`src/rtl/core/spl_pkg.sv`:
```
package spl_pkg;

	// Default sizes
	localparam int DEF_PAGE_BYTES   = 128;
	localparam int DEF_BUFFER_BYTES = 256;

	// Register indexes on the configuration port
	localparam logic REG_TIMEOUT = 1'b0;
	localparam logic REG_NODE_ID = 1'b1;

	localparam logic [23:0] TIMEOUT_RESET = 24'd100000;
	localparam logic [39:0] NODE_ID_RESET = 40'h4B53310000;

	// Input kinds
	localparam logic [1:0] ACT_START = 2'd0;
	localparam logic [1:0] ACT_BYTE  = 2'd1;
	localparam logic [1:0] ACT_TICK  = 2'd2;

	// Protocol bytes
	localparam logic [7:0] BYTE_ENQ   = 8'd5;
	localparam logic [7:0] BYTE_ACK   = 8'd6;
	localparam logic [7:0] BYTE_BEL   = 8'd7;
	localparam logic [7:0] BYTE_BS    = 8'd8;
	localparam logic [7:0] BYTE_COLON = 8'h3A;
	localparam logic [7:0] BYTE_S     = 8'h53;
	localparam logic [7:0] BYTE_T     = 8'h54;

	// Id sequence: five id bytes, then 'T' at this count
	localparam int ID_LAST = 5;

	typedef enum logic [3:0] {
		ST_IDLE,
		ST_SHAKE,
		ST_COLON,
		ST_LEN,
		ST_ALO,
		ST_AHI,
		ST_SUM,
		ST_DATA,
		ST_DONE,
		ST_ID,
		ST_PG_RD,
		ST_PG_OUT
	} state_t;

	typedef enum logic [1:0] {
		OUT_TX,
		OUT_APP,
		OUT_ID,
		OUT_WORD
	} out_sel_t;

	typedef struct packed {
		logic       wait_clr;
		logic       wait_inc;
		logic       len_ld;
		logic       alo_ld;
		logic       ahi_ld;
		logic       sum_init;
		logic       sum_add;
		logic       idx_clr;
		logic       buf_wr;
		logic       cnt_clr;
		logic       cnt_inc;
		logic       rd;
		logic       out_ld;
		out_sel_t   out_sel;
		logic [7:0] tx_code;
		logic       tx_app;
		logic       out_last;
	} dp_cmd_t;

	typedef struct packed {
		logic expired;
		logic sum_ok;
		logic len_zero;
		logic data_end;
		logic id_last;
		logic pg_last;
		logic out_free;
	} dp_sts_t;

endpackage

```
`src/rtl/core/spl_ram.sv`:
```
module spl_ram #(
	parameter int WIDTH = 8,
	parameter int DEPTH = 64,
	localparam int AW = (DEPTH > 1) ? $clog2(DEPTH) : 1
) (
	input  logic             clk,
	input  logic             we,
	input  logic [AW-1:0]    waddr,
	input  logic [WIDTH-1:0] wdata,
	input  logic             re,
	input  logic [AW-1:0]    raddr,
	output logic [WIDTH-1:0] rdata
);

	logic [WIDTH-1:0] mem [DEPTH];

	always_ff @(posedge clk) begin
		if (we) begin
			mem[waddr] <= wdata;
		end
		if (re) begin
			rdata <= mem[raddr];
		end
	end

endmodule

```
`src/rtl/core/spl_dpath.sv`:
```
module spl_dpath import spl_pkg::*; #(
	parameter int PAGE_BYTES   = DEF_PAGE_BYTES,
	parameter int BUFFER_BYTES = DEF_BUFFER_BYTES
) (
	input  logic        clk,
	input  logic        arst_n,
	input  logic        cfg_we,
	input  logic        cfg_index,
	input  logic [39:0] cfg_data,
	input  logic [7:0]  rx_byte,
	input  dp_cmd_t     cmd,
	output dp_sts_t     sts,
	input  logic        out_ready,
	output logic        out_valid,
	output logic        tx_valid,
	output logic [7:0]  tx_byte,
	output logic        write_valid,
	output logic        erase_page,
	output logic [15:0] flash_address,
	output logic [15:0] flash_word,
	output logic        commit_page,
	output logic        start_app,
	output logic        last
);

	localparam int PAGE_WORDS = PAGE_BYTES / 2;
	localparam int CNT_MAX    = (PAGE_WORDS > ID_LAST + 1) ? PAGE_WORDS : ID_LAST + 1;
	localparam int CW         = $clog2(CNT_MAX);
	localparam int EVEN_D     = (BUFFER_BYTES + 1) / 2;
	localparam int ODD_D      = BUFFER_BYTES / 2;
	localparam int AWE        = $clog2(EVEN_D);
	localparam int AWO        = $clog2(ODD_D);
	localparam int BW         = $clog2(BUFFER_BYTES);

	logic [23:0]  timeout_q;
	logic [39:0]  node_id_q;
	logic [23:0]  wait_q;
	logic [23:0]  wait_nx;
	logic [7:0]   len_q;
	logic [15:0]  addr_q;
	logic [7:0]   sum_q;
	logic [7:0]   idx_q;
	logic [CW-1:0] cnt_q;
	logic [BUFFER_BYTES-1:0] valid_q;
	logic         rv_lo_q;
	logic         rv_hi_q;
	logic         store;
	logic         we_even;
	logic         we_odd;
	logic [7:0]   even_rdata;
	logic [7:0]   odd_rdata;
	logic [7:0]   node_byte;
	logic         out_valid_q;

	logic         tx_valid_d;
	logic [7:0]   tx_byte_d;
	logic         write_valid_d;
	logic         erase_page_d;
	logic [15:0]  flash_address_d;
	logic [15:0]  flash_word_d;
	logic         commit_page_d;
	logic         start_app_d;

	logic         tx_valid_q;
	logic [7:0]   tx_byte_q;
	logic         write_valid_q;
	logic         erase_page_q;
	logic [15:0]  flash_address_q;
	logic [15:0]  flash_word_q;
	logic         commit_page_q;
	logic         start_app_q;
	logic         last_q;

	// saturating tick count
	assign wait_nx = (wait_q == '1) ? wait_q : wait_q + 24'd1;

	assign sts.expired  = wait_nx >= timeout_q;
	assign sts.sum_ok   = (sum_q + rx_byte) == 8'd0;
	assign sts.len_zero = len_q == 8'd0;
	assign sts.data_end = (9'(idx_q) + 9'd1) >= 9'(len_q);
	assign sts.id_last  = cnt_q == CW'(ID_LAST);
	assign sts.pg_last  = cnt_q == CW'(PAGE_WORDS - 1);
	assign sts.out_free = !out_valid_q || out_ready;

	assign store   = cmd.buf_wr && (9'(idx_q) < 9'(BUFFER_BYTES));
	assign we_even = store && !idx_q[0];
	assign we_odd  = store && idx_q[0];

	always_ff @(posedge clk or negedge arst_n) begin
		if (!arst_n) begin
			timeout_q   <= TIMEOUT_RESET;
			node_id_q   <= NODE_ID_RESET;
			wait_q      <= '0;
			len_q       <= '0;
			addr_q      <= '0;
			sum_q       <= '0;
			idx_q       <= '0;
			cnt_q       <= '0;
			valid_q     <= '0;
			out_valid_q <= 1'b0;
		end else begin
			if (cfg_we) begin
				unique case (cfg_index)
					REG_TIMEOUT: timeout_q <= cfg_data[23:0];
					REG_NODE_ID: node_id_q <= cfg_data;
					default: ;
				endcase
			end
			if (cmd.wait_clr) begin
				wait_q <= '0;
			end else if (cmd.wait_inc) begin
				wait_q <= wait_nx;
			end
			if (cmd.len_ld) begin
				len_q <= rx_byte;
			end
			if (cmd.alo_ld) begin
				addr_q[7:0] <= rx_byte;
			end
			if (cmd.ahi_ld) begin
				addr_q[15:8] <= rx_byte;
			end
			if (cmd.sum_init) begin
				sum_q <= rx_byte;
			end else if (cmd.sum_add) begin
				sum_q <= sum_q + rx_byte;
			end
			if (cmd.idx_clr) begin
				idx_q <= '0;
			end else if (cmd.buf_wr) begin
				idx_q <= idx_q + 8'd1;
			end
			if (store) begin
				valid_q[idx_q[BW-1:0]] <= 1'b1;
			end
			if (cmd.cnt_clr) begin
				cnt_q <= '0;
			end else if (cmd.cnt_inc) begin
				cnt_q <= cnt_q + CW'(1);
			end
			if (cmd.out_ld) begin
				out_valid_q <= 1'b1;
			end else if (out_ready) begin
				out_valid_q <= 1'b0;
			end
		end
	end

	// buffer split into even and odd byte banks so one word reads in a cycle
	spl_ram #(.WIDTH(8), .DEPTH(EVEN_D)) u_even (
		.clk   (clk),
		.we    (we_even),
		.waddr (idx_q[AWE:1]),
		.wdata (rx_byte),
		.re    (cmd.rd),
		.raddr (AWE'(cnt_q)),
		.rdata (even_rdata)
	);

	spl_ram #(.WIDTH(8), .DEPTH(ODD_D)) u_odd (
		.clk   (clk),
		.we    (we_odd),
		.waddr (idx_q[AWO:1]),
		.wdata (rx_byte),
		.re    (cmd.rd),
		.raddr (AWO'(cnt_q)),
		.rdata (odd_rdata)
	);

	// never-written bytes read as zero
	always_ff @(posedge clk) begin
		if (cmd.rd) begin
			rv_lo_q <= valid_q[BW'({cnt_q, 1'b0})];
			rv_hi_q <= valid_q[BW'({cnt_q, 1'b1})];
		end
	end

	always_comb begin
		case (cnt_q)
			CW'(0):  node_byte = node_id_q[39:32];
			CW'(1):  node_byte = node_id_q[31:24];
			CW'(2):  node_byte = node_id_q[23:16];
			CW'(3):  node_byte = node_id_q[15:8];
			CW'(4):  node_byte = node_id_q[7:0];
			default: node_byte = BYTE_T;
		endcase
	end

	always_comb begin
		tx_valid_d      = 1'b0;
		tx_byte_d       = '0;
		write_valid_d   = 1'b0;
		erase_page_d    = 1'b0;
		flash_address_d = '0;
		flash_word_d    = '0;
		commit_page_d   = 1'b0;
		start_app_d     = 1'b0;
		unique case (cmd.out_sel)
			OUT_TX: begin
				tx_valid_d  = 1'b1;
				tx_byte_d   = cmd.tx_code;
				start_app_d = cmd.tx_app;
			end
			OUT_APP: begin
				start_app_d = 1'b1;
			end
			OUT_ID: begin
				tx_valid_d = 1'b1;
				tx_byte_d  = node_byte;
			end
			OUT_WORD: begin
				write_valid_d   = 1'b1;
				erase_page_d    = cnt_q == '0;
				flash_address_d = addr_q + 16'({cnt_q, 1'b0});
				flash_word_d    = {rv_hi_q ? odd_rdata : 8'd0, rv_lo_q ? even_rdata : 8'd0};
				commit_page_d   = cmd.out_last;
				tx_valid_d      = cmd.out_last;
				tx_byte_d       = cmd.out_last ? BYTE_T : 8'd0;
			end
			default: ;
		endcase
	end

	always_ff @(posedge clk) begin
		if (cmd.out_ld) begin
			tx_valid_q      <= tx_valid_d;
			tx_byte_q       <= tx_byte_d;
			write_valid_q   <= write_valid_d;
			erase_page_q    <= erase_page_d;
			flash_address_q <= flash_address_d;
			flash_word_q    <= flash_word_d;
			commit_page_q   <= commit_page_d;
			start_app_q     <= start_app_d;
			last_q          <= cmd.out_last;
		end
	end

	assign out_valid     = out_valid_q;
	assign tx_valid      = tx_valid_q;
	assign tx_byte       = tx_byte_q;
	assign write_valid   = write_valid_q;
	assign erase_page    = erase_page_q;
	assign flash_address = flash_address_q;
	assign flash_word    = flash_word_q;
	assign commit_page   = commit_page_q;
	assign start_app     = start_app_q;
	assign last          = last_q;

endmodule

```
`src/rtl/core/spl_ctrl.sv`:
```
module spl_ctrl import spl_pkg::*; (
	input  logic       clk,
	input  logic       arst_n,
	input  logic       in_valid,
	output logic       in_ready,
	input  logic [1:0] action,
	input  logic [7:0] rx_byte,
	input  dp_sts_t    sts,
	output dp_cmd_t    cmd
);

	state_t st_q;
	state_t st_d;
	logic   proto;
	logic   in_frame;
	logic   acc;

	assign proto    = (st_q != ST_ID) && (st_q != ST_PG_RD) && (st_q != ST_PG_OUT);
	assign in_frame = (st_q == ST_COLON) || (st_q == ST_LEN) || (st_q == ST_ALO) ||
		(st_q == ST_AHI) || (st_q == ST_SUM) || (st_q == ST_DATA);
	assign in_ready = proto && sts.out_free;
	assign acc      = in_valid && in_ready;

	always_ff @(posedge clk or negedge arst_n) begin
		if (!arst_n) begin
			st_q <= ST_IDLE;
		end else begin
			st_q <= st_d;
		end
	end

	always_comb begin
		st_d = st_q;
		if (acc) begin
			unique case (action)
				ACT_START: st_d = ST_SHAKE;
				ACT_TICK: begin
					if (sts.expired) begin
						if (st_q == ST_SHAKE) begin
							st_d = ST_DONE;
						end else if (in_frame) begin
							st_d = ST_COLON;
						end
					end
				end
				ACT_BYTE: begin
					unique case (st_q)
						ST_SHAKE: st_d = (rx_byte == BYTE_ACK) ? ST_ID : ST_DONE;
						ST_COLON: if (rx_byte == BYTE_COLON) st_d = ST_LEN;
						ST_LEN:   st_d = (rx_byte == BYTE_S) ? ST_DONE : ST_ALO;
						ST_ALO:   st_d = ST_AHI;
						ST_AHI:   st_d = ST_SUM;
						ST_SUM: begin
							if (!sts.len_zero) begin
								st_d = ST_DATA;
							end else begin
								st_d = sts.sum_ok ? ST_PG_RD : ST_COLON;
							end
						end
						ST_DATA: begin
							if (sts.data_end) begin
								st_d = sts.sum_ok ? ST_PG_RD : ST_COLON;
							end
						end
						default: ;
					endcase
				end
				default: ;
			endcase
		end else begin
			unique case (st_q)
				ST_ID:     if (sts.out_free && sts.id_last) st_d = ST_COLON;
				ST_PG_RD:  st_d = ST_PG_OUT;
				ST_PG_OUT: if (sts.out_free) st_d = sts.pg_last ? ST_COLON : ST_PG_RD;
				default: ;
			endcase
		end
	end

	always_comb begin
		cmd          = '0;
		cmd.out_sel  = OUT_TX;
		if (acc) begin
			unique case (action)
				ACT_START: begin
					cmd.wait_clr = 1'b1;
					cmd.out_ld   = 1'b1;
					cmd.tx_code  = BYTE_ENQ;
					cmd.out_last = 1'b1;
				end
				ACT_TICK: begin
					if (st_q == ST_SHAKE || in_frame) begin
						if (sts.expired) begin
							cmd.wait_clr = 1'b1;
							cmd.out_ld   = 1'b1;
							cmd.out_last = 1'b1;
							if (st_q == ST_SHAKE) begin
								cmd.out_sel = OUT_APP;
							end else begin
								cmd.tx_code = BYTE_BEL;
							end
						end else begin
							cmd.wait_inc = 1'b1;
						end
					end
				end
				ACT_BYTE: begin
					cmd.wait_clr = (st_q != ST_IDLE) && (st_q != ST_DONE);
					unique case (st_q)
						ST_SHAKE: begin
							if (rx_byte == BYTE_ACK) begin
								cmd.cnt_clr = 1'b1;
							end else begin
								cmd.out_ld   = 1'b1;
								cmd.out_sel  = OUT_APP;
								cmd.out_last = 1'b1;
							end
						end
						ST_LEN: begin
							cmd.len_ld = 1'b1;
							if (rx_byte == BYTE_S) begin
								cmd.out_ld   = 1'b1;
								cmd.tx_code  = BYTE_BS;
								cmd.tx_app   = 1'b1;
								cmd.out_last = 1'b1;
							end else begin
								cmd.sum_init = 1'b1;
							end
						end
						ST_ALO: begin
							cmd.alo_ld  = 1'b1;
							cmd.sum_add = 1'b1;
						end
						ST_AHI: begin
							cmd.ahi_ld  = 1'b1;
							cmd.sum_add = 1'b1;
						end
						ST_SUM, ST_DATA: begin
							cmd.sum_add = 1'b1;
							cmd.idx_clr = st_q == ST_SUM;
							cmd.buf_wr  = st_q == ST_DATA;
							if ((st_q == ST_SUM && sts.len_zero) ||
								(st_q == ST_DATA && sts.data_end)) begin
								if (sts.sum_ok) begin
									cmd.cnt_clr = 1'b1;
								end else begin
									cmd.out_ld   = 1'b1;
									cmd.tx_code  = BYTE_BEL;
									cmd.out_last = 1'b1;
								end
							end
						end
						default: ;
					endcase
				end
				default: ;
			endcase
		end else begin
			unique case (st_q)
				ST_ID: begin
					if (sts.out_free) begin
						cmd.out_ld   = 1'b1;
						cmd.out_sel  = OUT_ID;
						cmd.out_last = sts.id_last;
						cmd.cnt_inc  = 1'b1;
					end
				end
				ST_PG_RD: begin
					cmd.rd = 1'b1;
				end
				ST_PG_OUT: begin
					if (sts.out_free) begin
						cmd.out_ld   = 1'b1;
						cmd.out_sel  = OUT_WORD;
						cmd.out_last = sts.pg_last;
						cmd.cnt_inc  = 1'b1;
					end
				end
				default: ;
			endcase
		end
	end

endmodule

```
`src/rtl/core/serial_page_loader_framer.sv`:
```
// Single result: an item that gives one result shows it in the output register in the cycle after accept.
// Handshake ack: six results, one per cycle while the output side keeps up, loaded from the ID state after accept.
// Page program: each word is a buffer read, then an output load, for PAGE_WORDS words in all.
// Throughput: one item per cycle while the output side keeps up; no item taken during emissions.
// Reset (arst_n low, async): protocol idle, counters and sums cleared, registers at defaults,
// buffer valid bits cleared so the page buffer reads as zeros; no clearing pass is needed.
module serial_page_loader_framer import spl_pkg::*; #(
	parameter int PAGE_BYTES   = DEF_PAGE_BYTES,
	parameter int BUFFER_BYTES = DEF_BUFFER_BYTES
) (
	input  logic        clk,
	input  logic        arst_n,
	// configuration: index 0 timeout_ticks, index 1 node_id
	input  logic        cfg_we,
	input  logic        cfg_index,
	input  logic [39:0] cfg_data,
	// input items
	input  logic        s_axis_tvalid,
	output logic        s_axis_tready,
	input  logic [7:0]  s_axis_tdata,   // [7:0] rx_byte
	input  logic [1:0]  s_axis_tuser,   // [1:0] action
	// result items
	output logic        m_axis_tvalid,
	input  logic        m_axis_tready,
	output logic [47:0] m_axis_tdata,   // [7:0] tx_byte, [8] erase_page, [24:9] flash_address,
	                                    // [40:25] flash_word, [41] commit_page, [42] start_app
	output logic [1:0]  m_axis_tuser,   // [0] tx_valid, [1] write_valid
	output logic        m_axis_tlast
);

	dp_cmd_t     cmd;
	dp_sts_t     sts;
	logic        tx_valid;
	logic [7:0]  tx_byte;
	logic        write_valid;
	logic        erase_page;
	logic [15:0] flash_address;
	logic [15:0] flash_word;
	logic        commit_page;
	logic        start_app;

	// Controller: protocol phases plus the id and page emission sequences.
	// Input is taken only in a protocol phase and while the output register can load.
	spl_ctrl u_ctrl (
		.clk      (clk),
		.arst_n   (arst_n),
		.in_valid (s_axis_tvalid),
		.in_ready (s_axis_tready),
		.action   (s_axis_tuser),
		.rx_byte  (s_axis_tdata),
		.sts      (sts),
		.cmd      (cmd)
	);

	// Datapath: timeout counter, frame fields, checksum, page buffer, output register.
	spl_dpath #(
		.PAGE_BYTES   (PAGE_BYTES),
		.BUFFER_BYTES (BUFFER_BYTES)
	) u_dpath (
		.clk           (clk),
		.arst_n        (arst_n),
		.cfg_we        (cfg_we),
		.cfg_index     (cfg_index),
		.cfg_data      (cfg_data),
		.rx_byte       (s_axis_tdata),
		.cmd           (cmd),
		.sts           (sts),
		.out_ready     (m_axis_tready),
		.out_valid     (m_axis_tvalid),
		.tx_valid      (tx_valid),
		.tx_byte       (tx_byte),
		.write_valid   (write_valid),
		.erase_page    (erase_page),
		.flash_address (flash_address),
		.flash_word    (flash_word),
		.commit_page   (commit_page),
		.start_app     (start_app),
		.last          (m_axis_tlast)
	);

	// pack result fields, lowest field first, zero fill to whole bytes
	assign m_axis_tdata = {5'd0, start_app, commit_page, flash_word, flash_address,
		erase_page, tx_byte};
	assign m_axis_tuser = {write_valid, tx_valid};

endmodule

```
`config.mk`:
```
export PLATFORM = sky130hd
export DESIGN_NAME = serial_page_loader_framer
export DESIGN_NICKNAME = d
export VERILOG_FILES = /design/src/rtl/core/spl_pkg.sv /design/src/rtl/core/spl_ram.sv /design/src/rtl/core/spl_dpath.sv /design/src/rtl/core/spl_ctrl.sv /design/src/rtl/core/serial_page_loader_framer.sv
export SDC_FILE = /design/constraint.sdc
export NUM_CORES = 2
export LEC_CHECK = 0
export BUFFER_PORTS_ARGS = -buffer_cell sky130_fd_sc_hd__buf_2
export CAP_MARGIN = 40
export CORE_ASPECT_RATIO = 0.9
export CORE_MARGIN = 2
export CORE_UTILIZATION = 60
export CTS_CLUSTER_DIAMETER = 40
export DETAILED_ROUTE_END_ITERATION = 8
export HOLD_SLACK_MARGIN = 0.06
export PLACE_DENSITY = 0.8
export SYNTH_ARGS = -nofsm -noshare
export SYNTH_HDL_FRONTEND = slang
export SYNTH_SLANG_ARGS = --single-unit
```
`constraint.sdc`:
```
create_clock -name clk -period 6.8 [get_ports clk]
set_input_delay 1.36 -clock clk [delete_from_list [all_inputs] [get_ports clk]]
set_output_delay 1.36 -clock clk [all_outputs]
set_load 0.01 [all_outputs]
```
==> summary.md <==
| Metric | Value |
|---|---|
| Status | `finished clean` |
| Post-synth top area share | `58.59%` |
| Met2 Track Usage GR | `47.79%` |
| Peak Freq | `0.1983 GHz` |
| Sequential area share after synthesis | `70.60%` |
| Unrepaired setup endpoints after global routing | `no` |
| Initial antenna violation count | `9` |
| Fin. Hold Viols | `0` |
| Slew margin rel. | `25.41%` |
| Net Sw Frac | `28.97%` |
| PostCTS Resize Cnt | `0` |
| Drt pass-1 iters | `8` |
| Number of buffers created by CTS | `147` |
| Post-CTS setup buffer count | `0` |
| P_sw | `6862 µW` |
| Kind of start point of the critical path | `flop` |
| First-pass GRT wire length | `208,400 µm` |
| DIE WIDTH | `325.4 µm` |
| Routed WL per cell | `30.86 µm` |
| Max-cap violations | `0` |
| Worst path max stage delay | `540 ps` |
| Power Dens Cells | `377.6 mW/mm²` |
| Synth warn | `0` |
| Flop pwr share | `41.3%` |
| H-tree depth | `4` |
| Worst slack at placement | `1646 ps` |
| Core Region | `0.09244 mm²` |
| Setup WS post-layout | `1757 ps` |
| Most used routing layer | `met2` |
| Post-synth cell types | `76` |
| GR Util met1 | `41.20%` |
| Maximum clock path buffer count | `3` |
| Maximum fanout along the worst path | `30` |
| VDD IR max | `396.3 µV` |
| Site Rows | `106` |
| DR vias/cell | `6.849` |
| EDFF count, synth | `1,088` |
| Fin. max-slew vios | `0` |
| Met3 Use GR | `6.157%` |
| Number of port buffers | `103` |
| Reg area | `0.03939 mm²` |
| Yosys top cell by area | `edfxtp_1` |
| Initial DRC count | `4,371` |
| Mapped Cells | `3,024` |
| Synth area leaders | `edfxtp_1 (59%), mux4_2 (15%), dfrtp_1 (11%)` |
| Hold Buf Count CTS | `0` |
| Post-DRT Antenna Nets | `0` |
| Die H | `293.2 µm` |
| Clk sink count | `1,355` |
| R2R cell count | `16` |
| Setup-failing EPs final | `0` |
| Final #Nets | `3,285` |
| Clock Pin Slew Worst Setup and Hold Paths | `60 ps` |
| Routability congestion estimate | `0.8987` |
| Initial core utilization | `60.33%` |
| HPWL after DPL | `81,840 µm` |
| Post-Route Skew | `28.54 ps` |
| Static Leak | `0.02154 µW` |
| Hold Crit Depth | `1` |
| FILL cells | `5,622` |
| Layout cells sized above 1 | `26.66%` |
| Critical path's slowest cell | `o41ai_1` |
| Routed WL | `139,900 µm` |
| Die area | `0.09540 mm²` |
| Critical path, cell by cell | `ha_1 > nand3_2 > or3_1 > or3_1 > and2_1 > nand2_1 > xnor2_1 > ha_1 > a21oi_1 > o21ai_0 > a211oi_1 > a211oi_1 > o41ai_1 > o21a_1 > nand2_2 > buf_12` |
| Clock Power Share | `34.9%` |
| Period utilization | `74.16%` |
| WP data required | `7280 ps` |
| Routed via count | `31,050` |
| CTS Root Cell | `clkbuf_16` |
| Top cells by instance count after synthesis | `edfxtp_1 (1,088), mux4_2 (378), dfrtp_1 (250)` |
| Int Pwr | `16,830 µW` |
| Main synth FF type | `edfxtp_1` |
| Count leader, synth | `edfxtp_1` |
| Async S/R FF share, synth | `19.70%` |
| Setup TNS | `0 ps` |
| Worst Max-Slew Pin Slew | `1119 ps` |
| TritonCTS clock tree | `done` |
| DR DRC count | `0` |
| Setup CP Type | `reg -> reg` |
| Area grow syn2layout | `12.49%` |
| Clk_lat worst skew | `760 ps` |
| Vias in the first global route | `31,220` |
| Syn_area_per_cell | `18.44 µm²` |
| Pin count of the biggest net entering global routing | `180` |
| Footprint of the multi-input gates | `0.01549 mm²` |
| Post-route minimum period | `5043 ps` |
| Logic gate share of total power | `23.7%` |
| Flops & latches, synth | `1,355` |
| Boundary Pins | `109` |
| Syn Std Cell Area | `0.05577 mm²` |
| GRT overflow | `0` |
| Hold Crit Class | `reg -> reg` |
| GRT Total Usage | `29.84%` |
| Crit path DAT | `5520 ps` |
| Crit. End Element | `flop` |
==> per-layer routing <==
layer	share of wire, %	vias to the layer above
met1	37	16160
met3	10	360
li1	-	12460
met4	3.7	8
met5	0.036	-
met2	49	2071
==> kinds of logic (layout without fill, tap and decap cells) <==
group,Yosys count,in the layout,share of synthesized area (%)
DFF,1355,1355,70.60
and+or+nand+nor,537,537,4.667
muxes,442,442,16.55
AOI/OAI and AO/OA,365,365,4.445
buffers and inverters,224,485,1.698
adders and majority gates,60,60,1.373
xor gates and xnor gates,40,40,0.6529
other,1,8,0.006724
==> critical path, delay by kind of cell, from the launching register on <==
family / cells / cell delay (ps)
xor+xnor: 1 / 140
fa+ha+maj: 2 / 500
compound gates: 6 / 1680
buf+inv: 1 / 330
flops: 1 / 430
simple gates: 6 / 1670
==> power by group through the flow <==
stage	sequential [µW]	combinational (µW)	clock [µW]
final	9790	5620	8280
after global routing	9810	5880	8630
after CTS	9780	5610	8330
after detailed placement	9950	5470	0
after global placement	9930	5370	0
after floorplan	9670	3990	0
==> registers in the layout, indices dropped and copies added (netlist names), 16 cells and up <==
| register | cells |
|---|---|
| u_dpath.u_even.mem | 512 |
| u_dpath.u_odd.mem | 512 |
| u_dpath.valid_q | 128 |
| u_dpath.node_id_q | 40 |
| u_dpath.timeout_q | 24 |
| u_dpath.wait_q | 24 |
| u_dpath.addr_q | 16 |
| u_dpath.flash_address | 16 |
| u_dpath.flash_word | 16 |
==> cell type report <==
| cell class | count | share of cell area (%) |
|---|---|---|
| antenna | 3 | 0.01197 |
| clock buffer | 174 | 6.225 |
| multi-input combinational | 1449 | 24.69 |
| tap | 1242 | 2.477 |
| sequential | 1355 | 62.79 |
| timing repair buffer | 153 | 1.620 |
| inverter | 63 | 0.3810 |
| clock inverter | 95 | 1.811 |
==> worst paths after layout <==
path	from	end	slack, ps
hold reg to reg	u_dpath.valid_q[31]	u_dpath.valid_q[31]	460
setup reg to reg	u_dpath.wait_q[0]	u_dpath.flash_address[13]	1760
min in group asynchronous	arst_n	u_dpath.timeout_q[13]	610
max in group asynchronous	arst_n	u_dpath.sum_q[3]	4710
setup / recovery	u_dpath.wait_q[0]	u_dpath.flash_address[13]	1760
hold / removal	u_dpath.valid_q[31]	u_dpath.valid_q[31]	460
==> through the flow <==
step | util (%) | hold slack, ps | cells | total power [µW] | area (µm²)
3_3_place_gp | 62.27 | 443.3 | 4251 | 15300 | 57570
2_1_floorplan | - | 422.7 | 3028 | 13660 | 55780
6_report | 67.86 | 455.6 | 4534 | 23690 | 62730
5_1_grt | 67.85 | 475.5 | 4532 | 24330 | 62730
4_1_cts | 67.84 | 458.9 | 4530 | 23720 | 62710
3_5_place_dp | 62.39 | 445.0 | 4261 | 15420 | 57670
==> cells in the final DEF (no fill, tap or decap), drive strengths merged, types with 33 or more instances in the layout <==
| cell | instances |
|---|---|
| nor2 | 203 |
| a21oi | 58 |
| dfrtp | 250 |
| nor3 | 33 |
| ha | 58 |
| o21bai | 121 |
| inv | 84 |
| clkbuf | 174 |
| o21ai | 68 |
| mux2 | 62 |
| mux4 | 378 |
| buf | 153 |
| clkinv | 48 |
| nand2 | 118 |
| edfxtp | 1088 |
| nand3 | 43 |
No activity file was read; power rests on OpenSTA's default activity.
